### config.mk
export PLATFORM = sky130hd
export DESIGN_NAME = keyword_substitution_cipher
export DESIGN_NICKNAME = d
export VERILOG_FILES = /design/src/hw/rtl/kwsc_pkg.sv /design/src/hw/rtl/keyword_substitution_cipher.sv /design/src/hw/rtl/kwsc_front.sv /design/src/hw/rtl/kwsc_fifo.sv /design/src/hw/rtl/kwsc_back.sv
export SDC_FILE = /design/constraint.sdc
export NUM_CORES = 1
export LEC_CHECK = 0
export ABC_CLOCK_PERIOD_IN_PS = 6300
export BUFFER_PORTS_ARGS = -buffer_cell sky130_fd_sc_hd__buf_2
export CORE_UTILIZATION = 61
export DETAILED_ROUTE_END_ITERATION = 12
export GPL_TIMING_DRIVEN = 1
export PLACE_DENSITY_LB_ADDON = 0.15
export RECOVER_POWER = 100
export SYNTH_ARGS = -nofsm -noshare
export SYNTH_HDL_FRONTEND = slang
export SYNTH_SLANG_ARGS = --single-unit
### constraint.sdc
create_clock -name clock -period 6.3 [get_ports clock]
set_input_delay 0.315 -clock clock [delete_from_list [all_inputs] [get_ports clock]]
set_output_delay 0.315 -clock clock [all_outputs]
set_load 0.02 [all_outputs]
### src/hw/rtl/kwsc_pkg.sv
`default_nettype none
package kwsc_pkg;

   localparam int unsigned NUM_LETTERS = 26;
   localparam int unsigned LETTER_W = 5;

   localparam logic [7:0] CHAR_LOWER_A = 8'h61;
   localparam logic [7:0] CHAR_LOWER_Z = 8'h7a;
   localparam logic [7:0] CHAR_UPPER_A = 8'h41;
   localparam logic [7:0] CASE_BIT = 8'h20;

   localparam logic [LETTER_W-1:0] LAST_LETTER = LETTER_W'(NUM_LETTERS - 1);
   localparam logic [LETTER_W-1:0] FULL_COUNT = LETTER_W'(NUM_LETTERS);

   localparam logic OP_KEYWORD = 1'b0;
   localparam logic OP_TEXT = 1'b1;

   typedef struct packed {
      logic                is_text;
      logic                is_letter;
      logic                key_last;
      logic                lower;
      logic [LETTER_W-1:0] letter;
      logic [7:0]          raw;
   } cmd_type;

   typedef enum logic [1:0] {
      ST_IDLE,
      ST_FILL,
      ST_READ,
      ST_SEND
   } back_state_type;

endpackage
`default_nettype wire

### src/hw/rtl/keyword_substitution_cipher.sv
`default_nettype none
// channel   direction  handshake          payload
// req       in         req_valid/stall    req_op, req_data_byte, req_key_last
// rsp       out        rsp_valid/stall    rsp_out_byte
// csr       in         csr_wr_en          csr_wr_data (decrypt mode)
//
// a keyword word is handled in ST_IDLE in the back end; a finishing keyword word then walks ST_FILL
// a text letter goes ST_IDLE, ST_READ (table read), then ST_SEND (output register), other text skips ST_READ;
// text passes through ST_FILL first if it has to finish the alphabet, walking one letter per cycle
// synchronous active-high reset; no clearing pass, tables are written before read
// the front stage and queue keep taking words while the back end walks or rsp stalls, until the queue is full
module keyword_substitution_cipher #(
   parameter int unsigned QUEUE_DEPTH = 4
) (
   input  wire logic       clock,
   input  wire logic       reset,
   input  wire logic       req_valid,
   output logic            req_stall,
   input  wire logic       req_op,
   input  wire logic [7:0] req_data_byte,
   input  wire logic       req_key_last,
   output logic            rsp_valid,
   input  wire logic       rsp_stall,
   output logic [7:0]      rsp_out_byte,
   input  wire logic       csr_wr_en,
   input  wire logic       csr_wr_data
);
   import kwsc_pkg::*;

   logic    decrypt_mode_ff;
   logic    push_valid;
   cmd_type push_cmd;
   logic    queue_full;
   logic    head_valid;
   cmd_type head_cmd;
   logic    pop;

   always_ff @(posedge clock) begin
      if (reset) begin
         decrypt_mode_ff <= 1'b0;
      end else if (csr_wr_en) begin
         decrypt_mode_ff <= csr_wr_data;
      end
   end

   kwsc_front u_front (
      .clock         (clock),
      .reset         (reset),
      .req_valid     (req_valid),
      .req_stall     (req_stall),
      .req_op        (req_op),
      .req_data_byte (req_data_byte),
      .req_key_last  (req_key_last),
      .push_valid    (push_valid),
      .push_cmd      (push_cmd),
      .queue_full    (queue_full)
   );

   kwsc_fifo #(
      .DEPTH (QUEUE_DEPTH)
   ) u_queue (
      .clock      (clock),
      .reset      (reset),
      .push       (push_valid),
      .push_cmd   (push_cmd),
      .full       (queue_full),
      .head_valid (head_valid),
      .head_cmd   (head_cmd),
      .pop        (pop)
   );

   kwsc_back u_back (
      .clock        (clock),
      .reset        (reset),
      .decrypt_mode (decrypt_mode_ff),
      .head_valid   (head_valid),
      .head_cmd     (head_cmd),
      .pop          (pop),
      .rsp_valid    (rsp_valid),
      .rsp_stall    (rsp_stall),
      .rsp_out_byte (rsp_out_byte)
   );

endmodule
`default_nettype wire

### src/hw/rtl/kwsc_front.sv
`default_nettype none
module kwsc_front (
   input  wire logic             clock,
   input  wire logic             reset,
   input  wire logic             req_valid,
   output logic                  req_stall,
   input  wire logic             req_op,
   input  wire logic [7:0]       req_data_byte,
   input  wire logic             req_key_last,
   output logic                  push_valid,
   output kwsc_pkg::cmd_type     push_cmd,
   input  wire logic             queue_full
);
   import kwsc_pkg::*;

   logic    stage_vld_ff, stage_vld_in;
   cmd_type stage_cmd_ff, stage_cmd_in;
   logic    accept;
   logic    push;
   logic [7:0] folded;
   logic [7:0] offset;

   // fold case and classify the incoming word
   always_comb begin
      folded = req_data_byte | CASE_BIT;
      offset = folded - CHAR_LOWER_A;
      stage_cmd_in.is_text = (req_op == OP_TEXT);
      stage_cmd_in.is_letter = folded inside {[CHAR_LOWER_A:CHAR_LOWER_Z]};
      stage_cmd_in.key_last = req_key_last;
      stage_cmd_in.lower = (req_data_byte >= CHAR_LOWER_A);
      stage_cmd_in.letter = stage_cmd_in.is_letter ? offset[LETTER_W-1:0] : '0;
      stage_cmd_in.raw = req_data_byte;
   end

   assign push = stage_vld_ff && !queue_full;
   assign req_stall = stage_vld_ff && queue_full;
   assign accept = req_valid && !req_stall;
   assign stage_vld_in = accept ? 1'b1 : (push ? 1'b0 : stage_vld_ff);

   always_ff @(posedge clock) begin
      if (reset) begin
         stage_vld_ff <= 1'b0;
      end else begin
         stage_vld_ff <= stage_vld_in;
      end
   end

   always_ff @(posedge clock) begin
      if (accept) begin
         stage_cmd_ff <= stage_cmd_in;
      end
   end

   assign push_valid = push;
   assign push_cmd = stage_cmd_ff;

endmodule
`default_nettype wire

### src/hw/rtl/kwsc_fifo.sv
`default_nettype none
module kwsc_fifo #(
   parameter int unsigned DEPTH = 4
) (
   input  wire logic             clock,
   input  wire logic             reset,
   input  wire logic             push,
   input  kwsc_pkg::cmd_type     push_cmd,
   output logic                  full,
   output logic                  head_valid,
   output kwsc_pkg::cmd_type     head_cmd,
   input  wire logic             pop
);
   import kwsc_pkg::*;

   localparam int unsigned PTR_W = (DEPTH > 2) ? $clog2(DEPTH) : 1;
   localparam int unsigned CNT_W = $clog2(DEPTH + 1);

   cmd_type            slots_ff [DEPTH];
   logic [PTR_W-1:0]   wr_ptr_ff, wr_ptr_in;
   logic [PTR_W-1:0]   rd_ptr_ff, rd_ptr_in;
   logic [CNT_W-1:0]   count_ff, count_in;
   logic               do_push;
   logic               do_pop;

   assign full = (count_ff == CNT_W'(DEPTH));
   assign head_valid = (count_ff != '0);
   assign head_cmd = slots_ff[rd_ptr_ff];
   assign do_push = push && !full;
   assign do_pop = pop && head_valid;

   always_comb begin
      wr_ptr_in = wr_ptr_ff;
      rd_ptr_in = rd_ptr_ff;
      count_in = count_ff;
      if (do_push) begin
         wr_ptr_in = (wr_ptr_ff == PTR_W'(DEPTH - 1)) ? '0 : wr_ptr_ff + 1'b1;
      end
      if (do_pop) begin
         rd_ptr_in = (rd_ptr_ff == PTR_W'(DEPTH - 1)) ? '0 : rd_ptr_ff + 1'b1;
      end
      if (do_push && !do_pop) begin
         count_in = count_ff + 1'b1;
      end else if (do_pop && !do_push) begin
         count_in = count_ff - 1'b1;
      end
   end

   always_ff @(posedge clock) begin
      if (reset) begin
         wr_ptr_ff <= '0;
         rd_ptr_ff <= '0;
         count_ff <= '0;
      end else begin
         wr_ptr_ff <= wr_ptr_in;
         rd_ptr_ff <= rd_ptr_in;
         count_ff <= count_in;
      end
   end

   always_ff @(posedge clock) begin
      if (do_push) begin
         slots_ff[wr_ptr_ff] <= push_cmd;
      end
   end

endmodule
`default_nettype wire

### src/hw/rtl/kwsc_back.sv
`default_nettype none
module kwsc_back (
   input  wire logic             clock,
   input  wire logic             reset,
   input  wire logic             decrypt_mode,
   input  wire logic             head_valid,
   input  kwsc_pkg::cmd_type     head_cmd,
   output logic                  pop,
   output logic                  rsp_valid,
   input  wire logic             rsp_stall,
   output logic [7:0]            rsp_out_byte
);
   import kwsc_pkg::*;

   back_state_type state_ff, state_in;

   logic [NUM_LETTERS-1:0] used_ff, used_in;
   logic [LETTER_W-1:0]    fill_ff, fill_in;
   logic                   key_ready_ff, key_ready_in;
   logic [LETTER_W-1:0]    walk_ff, walk_in;
   cmd_type                cur_ff, cur_in;
   logic                   rsp_valid_ff, rsp_valid_in;
   logic [7:0]             rsp_byte_ff, rsp_byte_in;

   logic [LETTER_W-1:0]    fwd_table [NUM_LETTERS];
   logic [LETTER_W-1:0]    inv_table [NUM_LETTERS];
   logic [LETTER_W-1:0]    fwd_rd_ff;
   logic [LETTER_W-1:0]    inv_rd_ff;

   logic [NUM_LETTERS-1:0] used_base;
   logic [LETTER_W-1:0]    fill_base;
   logic [LETTER_W-1:0]    app_letter;
   logic                   app_ok;
   logic                   out_free;
   logic                   load_out;
   logic [LETTER_W-1:0]    mapped;
   logic [7:0]             case_base;

   assign out_free = !rsp_valid_ff || !rsp_stall;

   // next state
   always_comb begin
      state_in = state_ff;
      case (state_ff)
         ST_IDLE: begin
            if (head_valid) begin
               if (!head_cmd.is_text) begin
                  state_in = head_cmd.key_last ? ST_FILL : ST_IDLE;
               end else if (!key_ready_ff) begin
                  state_in = ST_FILL;
               end else if (head_cmd.is_letter) begin
                  state_in = ST_READ;
               end else begin
                  state_in = ST_SEND;
               end
            end
         end
         ST_FILL: begin
            if (walk_ff == '0) begin
               if (!cur_ff.is_text) begin
                  state_in = ST_IDLE;
               end else begin
                  state_in = cur_ff.is_letter ? ST_READ : ST_SEND;
               end
            end
         end
         ST_READ: begin
            state_in = ST_SEND;
         end
         ST_SEND: begin
            if (out_free) begin
               state_in = ST_IDLE;
            end
         end
         default: begin
            state_in = ST_IDLE;
         end
      endcase
   end

   // outputs and datapath control
   always_comb begin
      pop = 1'b0;
      load_out = 1'b0;
      used_base = used_ff;
      fill_base = fill_ff;
      app_letter = walk_ff;
      app_ok = 1'b0;
      key_ready_in = key_ready_ff;
      walk_in = walk_ff;
      cur_in = cur_ff;
      case (state_ff)
         ST_IDLE: begin
            if (head_valid) begin
               pop = 1'b1;
               cur_in = head_cmd;
               walk_in = LAST_LETTER;
               if (!head_cmd.is_text) begin
                  // a keyword word after a finished key starts over
                  if (key_ready_ff) begin
                     used_base = '0;
                     fill_base = '0;
                  end
                  key_ready_in = 1'b0;
                  app_letter = head_cmd.letter;
                  app_ok = head_cmd.is_letter && !used_base[head_cmd.letter] &&
                           (fill_base < FULL_COUNT);
               end
            end
         end
         ST_FILL: begin
            app_letter = walk_ff;
            app_ok = !used_ff[walk_ff] && (fill_ff < FULL_COUNT);
            walk_in = walk_ff - 1'b1;
            if (walk_ff == '0) begin
               key_ready_in = 1'b1;
            end
         end
         ST_READ: begin
         end
         ST_SEND: begin
            load_out = out_free;
         end
         default: begin
         end
      endcase
      used_in = used_base;
      fill_in = fill_base;
      if (app_ok) begin
         used_in[app_letter] = 1'b1;
         fill_in = fill_base + 1'b1;
      end
   end

   assign mapped = decrypt_mode ? inv_rd_ff : fwd_rd_ff;
   assign case_base = cur_ff.lower ? CHAR_LOWER_A : CHAR_UPPER_A;
   assign rsp_byte_in = cur_ff.is_letter ? (case_base + {3'b000, mapped}) : cur_ff.raw;
   assign rsp_valid_in = load_out || (rsp_valid_ff && rsp_stall);

   always_ff @(posedge clock) begin
      if (reset) begin
         state_ff <= ST_IDLE;
         used_ff <= '0;
         fill_ff <= '0;
         key_ready_ff <= 1'b0;
         rsp_valid_ff <= 1'b0;
      end else begin
         state_ff <= state_in;
         used_ff <= used_in;
         fill_ff <= fill_in;
         key_ready_ff <= key_ready_in;
         rsp_valid_ff <= rsp_valid_in;
      end
   end

   always_ff @(posedge clock) begin
      walk_ff <= walk_in;
      cur_ff <= cur_in;
      if (load_out) begin
         rsp_byte_ff <= rsp_byte_in;
      end
   end

   // alphabet tables
   always_ff @(posedge clock) begin
      if (app_ok) begin
         fwd_table[fill_base] <= app_letter;
         inv_table[app_letter] <= fill_base;
      end
   end

   always_ff @(posedge clock) begin
      fwd_rd_ff <= fwd_table[cur_ff.letter];
      inv_rd_ff <= inv_table[cur_ff.letter];
   end

   assign rsp_valid = rsp_valid_ff;
   assign rsp_out_byte = rsp_byte_ff;

endmodule
`default_nettype wire

Yosys cells after proc, flatten, opt, wreduce, memory -nomap -nowiden
Memory sizes are Yosys's and may differ from the RTL's. A register that Yosys moved wholly into a read port is not among the register bits.
Cells that the tools add are included.

cells by class
  muxes and demuxes = 62
  order comparisons = 9
  bitwise operators = 1
  reductions and logical operators = 33
  equality and inequality tests = 10
  add/sub/neg operators = 8

operator list
  cell                 number
  $mux 26              8
  $mux 5               13
  $or 26x26->26        1
  $mux 1               20
  $mux 2               10
  $lt 5x6->1 const B   3
  $ge 8x7->1 const B   2
  $logic_and 1x1->1    13
  $bmux 1 s5           2
  $lt 5x5->1 const B   2
  $pmux 5 s2           1
  $sub 5x1->5 const B  2
  $add 8x5->8          1
  $eq 2x2->1 const B   4
  $le 8x7->1 const B   1
  $logic_not 1->1      8
  $mux 8               1
  $pmux 2 s4           1
  $mux 3               2
  $mux 6               1
  $reduce_bool 2->1    3
  $add 5x1->5 const B  1
  $demux 1 s5          1
  $ge 5x1->1 const B   1
  15 further kinds     21

storage, ports and cells
  memory bits (writable) = 328
  memories = 3
  logic and storage cells = 149
  bits in registers = 90

memories
  memory            depth  bits a word  read ports  clocked after Yosys merged registers in  wr ports  line             source
  u_back.fwd_table  26     5            1           1                                        1         kwsc_back.sv:25  logic [LETTER_W-1:0] fwd_table [NUM_LETTERS];
  u_back.inv_table  26     5            1           1                                        1         kwsc_back.sv:26  logic [LETTER_W-1:0] inv_table [NUM_LETTERS];
  u_queue.slots_ff  4      17           1           1                                        1         kwsc_fifo.sv:19  cmd_type slots_ff [DEPTH];

Logic depth before layout (Yosys ltp)
  depth after elaboration = 14
  depth in mapped cells = 12
  mapped depth without buffers = 9

Cells and area by module
From an unflattened synthesis, not the netlist that was laid out.

second synthesis, totals
  cells, all modules = 1,067
  area total of the unflattened synthesis = 17,798.3 um2

by module, submodules not included
  module                       times used  area each (um2)  cells an instance  sequential area each (um2)
  kwsc_back                    1           14,082.3         880                9,579.2
  kwsc_fifo                    1           2,957.8          139                2,222.1
  kwsc_front                   1           724.4            45                 530.5
  keyword_substitution_cipher  1           33.8             3                  20.0

Worst setup path after synthesis
No wires, ideal clock.

  kind = reg-to-reg
  start point = register with a tool-made name
  end point = memory u_back.fwd_table[10][0] (enable)
  period minus slack after synthesis = 3,200 ps
  buffers on the path = 4
  stages on the path, launching flop included = 11
  arrival = 2,819 ps
  path slack = 3,100 ps
  setup time = 381 ps
  path through = dfxtp_1 -> buf_6 -> mux4_2 -> or3_1 -> buf_2 -> a211oi_2 -> and4_1 -> buf_4 -> nor2_4 -> buf_6 -> nor4_1

RTL lines
  what           line
  end, declared  kwsc_back.sv:25

==> results.sh <==
export IMPL_synth_simple_area_share=0.0628
export IMPL_tightest_slew_ns=2.27
export IMPL_gp_congestion=0.833
export IMPL_synth_edf_count=374
export IMPL_critPathKind="reg -> reg"
export IMPL_syn_instance_count=1005
export IMPL_synthDistinctLibCells=67
export IMPL_cts_root_buf="clkbuf_16"
export IMPL_cp_max_fo=36
export IMPL_max_freq_mhz=198
export IMPL_globalRouteOverflowTotal=0
export IMPL_grt_first_pass_wirelength_um=54600
export IMPL_ys_warn_count=0
export IMPL_fin_crit_sh=0.800
export IMPL_cp_start_kind="flop"
export IMPL_fin_skew_ns=0.0199
export IMPL_synth_compound_area_frac=0.0429
export IMPL_yosys_area_share_xor_xnor=0.00598
export IMPL_syn_to_final_growth_pct=10.6
export IMPL_cts_tree="done"
export IMPL_fin_cells=1454
export IMPL_grtUsageTotal=0.253
export IMPL_synth_top_cells_by_area="edfxtp_1 (64%), mux4_2 (12%), dfxtp_1 (6.4%), mux2i_1 (2.2%), a32o_1 (1.4%)"
export IMPL_worst_slack_ns=1.26
export IMPL_ir_drop_v=0.000298
export IMPL_place_area_sq_mm=0.0180
export IMPL_antenna_left=0
export IMPL_numCtsBuffers=44
export IMPL_maxCapViolCount=2
export IMPL_max_clock_path_buffers=3
export IMPL_clock_sinks=430
export IMPL_avgSynthCellArea_sq_um=17.5
export IMPL_dpl_worst_slack_ns=1.79
export IMPL_rsz0062_at_grt="no"
export IMPL_dp_hpwl_um=22600
export IMPL_die_y_um=172
export IMPL_cp_arrival_ns=5.25
export IMPL_end_kind="flop"
export IMPL_post_cts_buffers=0
export IMPL_grt_max_degree=44
export IMPL_layout_common_cells="edfxtp_1 (374), mux4_2 (91), nor2_1 (59)"
export IMPL_worstHoldPathType="in -> reg"
export IMPL_ctsResizeCount=0
export IMPL_hold_buffers=7
export IMPL_synth_area_leader_cell="edfxtp_1"
export IMPL_synth_mux_area_frac=0.152
export IMPL_drv_slew=60
export IMPL_num_rows=61
export IMPL_cp_required_ns=6.51
export IMPL_synth_nets=1037
export IMPL_io_buffers=25
export IMPL_dr_total_vias=9197
export IMPL_p_per_area_mw_per_mm2=443
export IMPL_design_area_sq_mm=0.0194
export IMPL_synth_top_area_frac=0.639
export IMPL_grt_pass1_vias=9291
export IMPL_n_antenna_cell=0
export IMPL_drive_above_1_share=0.180
export IMPL_run_status="complete, but fails checks"
export IMPL_antenna_found_initial=0
export IMPL_nets=1072
export IMPL_dieWidth_um=172
export IMPL_clkTransAtPathRegs_ns=0.06
export IMPL_drc=0
export IMPL_synthFlopType="edfxtp_1"
export IMPL_synthAdderAreaFrac=0.0118
export IMPL_power_leakage_nw=6.29
export IMPL_period_minus_slack_ns=5.04
export IMPL_synth_top_family_by_area="multiplexers"
export IMPL_pin_count=26
export IMPL_htree_levels=2
export IMPL_ys_seq_area_frac=0.703
export IMPL_hold_violations=0
export IMPL_synth_cell_area_sq_mm=0.0176
export IMPL_start_util=0.625
export IMPL_synthArstFlopShare=0
export IMPL_fp_dieArea_sq_mm=0.0295
export IMPL_place_inst=1365
export IMPL_timing_setup_tns_ns=0
export IMPL_dr_pass1_iters=5
export IMPL_worstSkewPairLatency_ns=0.55
export IMPL_layout_commonest_cell="edfxtp_1"
export IMPL_wl_um=35300
export IMPL_wl_per_cell_um=24.3
export IMPL_via_per_inst=6.33
export IMPL_violations="capacitance limit, slew limit"
export IMPL_core_sq_mm=0.0281
export IMPL_drt_initial_drc_count=917
export IMPL_setup_viol=0
export IMPL_min_from="csr_wr_data"
export IMPL_synth_seq_cells=430
export IMPL_relSlewSlack=-0.512
cells by family after synthesis:
group,Yosys count
flops,430
simple gates,218
mux,149
compound gates,98
buf+inv,82
fa+ha+maj,16
xor+xnor,12
flip-flops by register name (all words and copies together), names as in the netlist, named ones only:
signal and flops:
u_back.key_ready_ff 1, u_back.rsp_out_byte 8, decrypt_mode_ff 1, u_back.inv_rd_ff 5
u_queue.wr_ptr_ff 2, u_back.walk_ff 5, u_back.fwd_table 130, u_back.state_ff 2
u_front.stage_vld_ff 1, u_back.fill_ff 5, u_back.fwd_rd_ff 5, u_front.push_cmd 17
u_back.cur_ff 16, u_back.rsp_valid 1, u_queue.slots_ff 68, u_back.inv_table 130
u_queue.count_ff 3, u_back.used_ff 26, u_queue.rd_ptr_ff 2
power by group:
part,total (mW),switching [mW],leakage [nW],internal [mW]
clock network,2.55,1.05,0.712,1.50
registers,3.76,0.202,3.79,3.56
logic,2.30,1.41,1.79,0.887
final timing paths:
| kind | endpoint | slack (ns) | cells after the start |
|---|---|---|---|
| max | u_back.fwd_table[23][4] | 1.26 | 8 |
| min | decrypt_mode_ff | 0.02 | 3 |
| max reg2reg | u_back.fwd_table[23][4] | 1.26 | 8 |
| min reg2reg | u_back.used_ff[24] | 0.48 | 2 |
worst max-delay path: stages (launching register included):
cell and delay, ns:
dfxtp_1 0.64, clkbuf_1 0.69, mux4_2 0.82, mux2i_1 0.23, nor3_1 0.06, o311ai_0 0.46
nand4_1 0.29, nand2_1 0.97, and4_1 0.53
Yosys cell counts, types with 20 or more instances:
cell	count
dfxtp_1	56
clkbuf_1	29
nor3_1	36
nor2_1	59
nand3_1	20
mux2i_1	39
a32o_1	24
a21oi_1	21
nand2_1	39
mux4_2	91
edfxtp_1	374
inv_1	24
per-layer routing:
| layer | GRT usage | wire length, um | up-vias |
|---|---|---|---|
| met2 | 0.404 | 17000 | 338 |
| met1 | 0.360 | 15100 | 4700 |
| li1 | - | - | 4097 |
| met4 | 0.0804 | 955 | 0 |
| met3 | 0.0405 | 2300 | 62 |
| met5 | 0 | 0 | - |
final cells by class:
cell class,instances,area [sq um]
Multi-Input combinational cell,493,4810
Clock inverter,21,181
Sequential cell,430,12400
Clock buffer,61,1270
Fill cell,1835,8650
Inverter,26,97.6
Tap cell,378,473
Timing Repair Buffer,45,246
through the flow:
stage	utilization	hold WS [ns]	power [mW]
2_1_floorplan	-	0.414	5.47
3_3_place_gp	0.641	0.457	6.13
3_5_place_dp	0.641	0.468	6.15
4_1_cts	0.695	0.00133	8.70
5_1_grt	0.692	0.0231	8.95
6_report	0.692	0.0159	8.62
No activity file was read; power rests on OpenSTA's default activity.
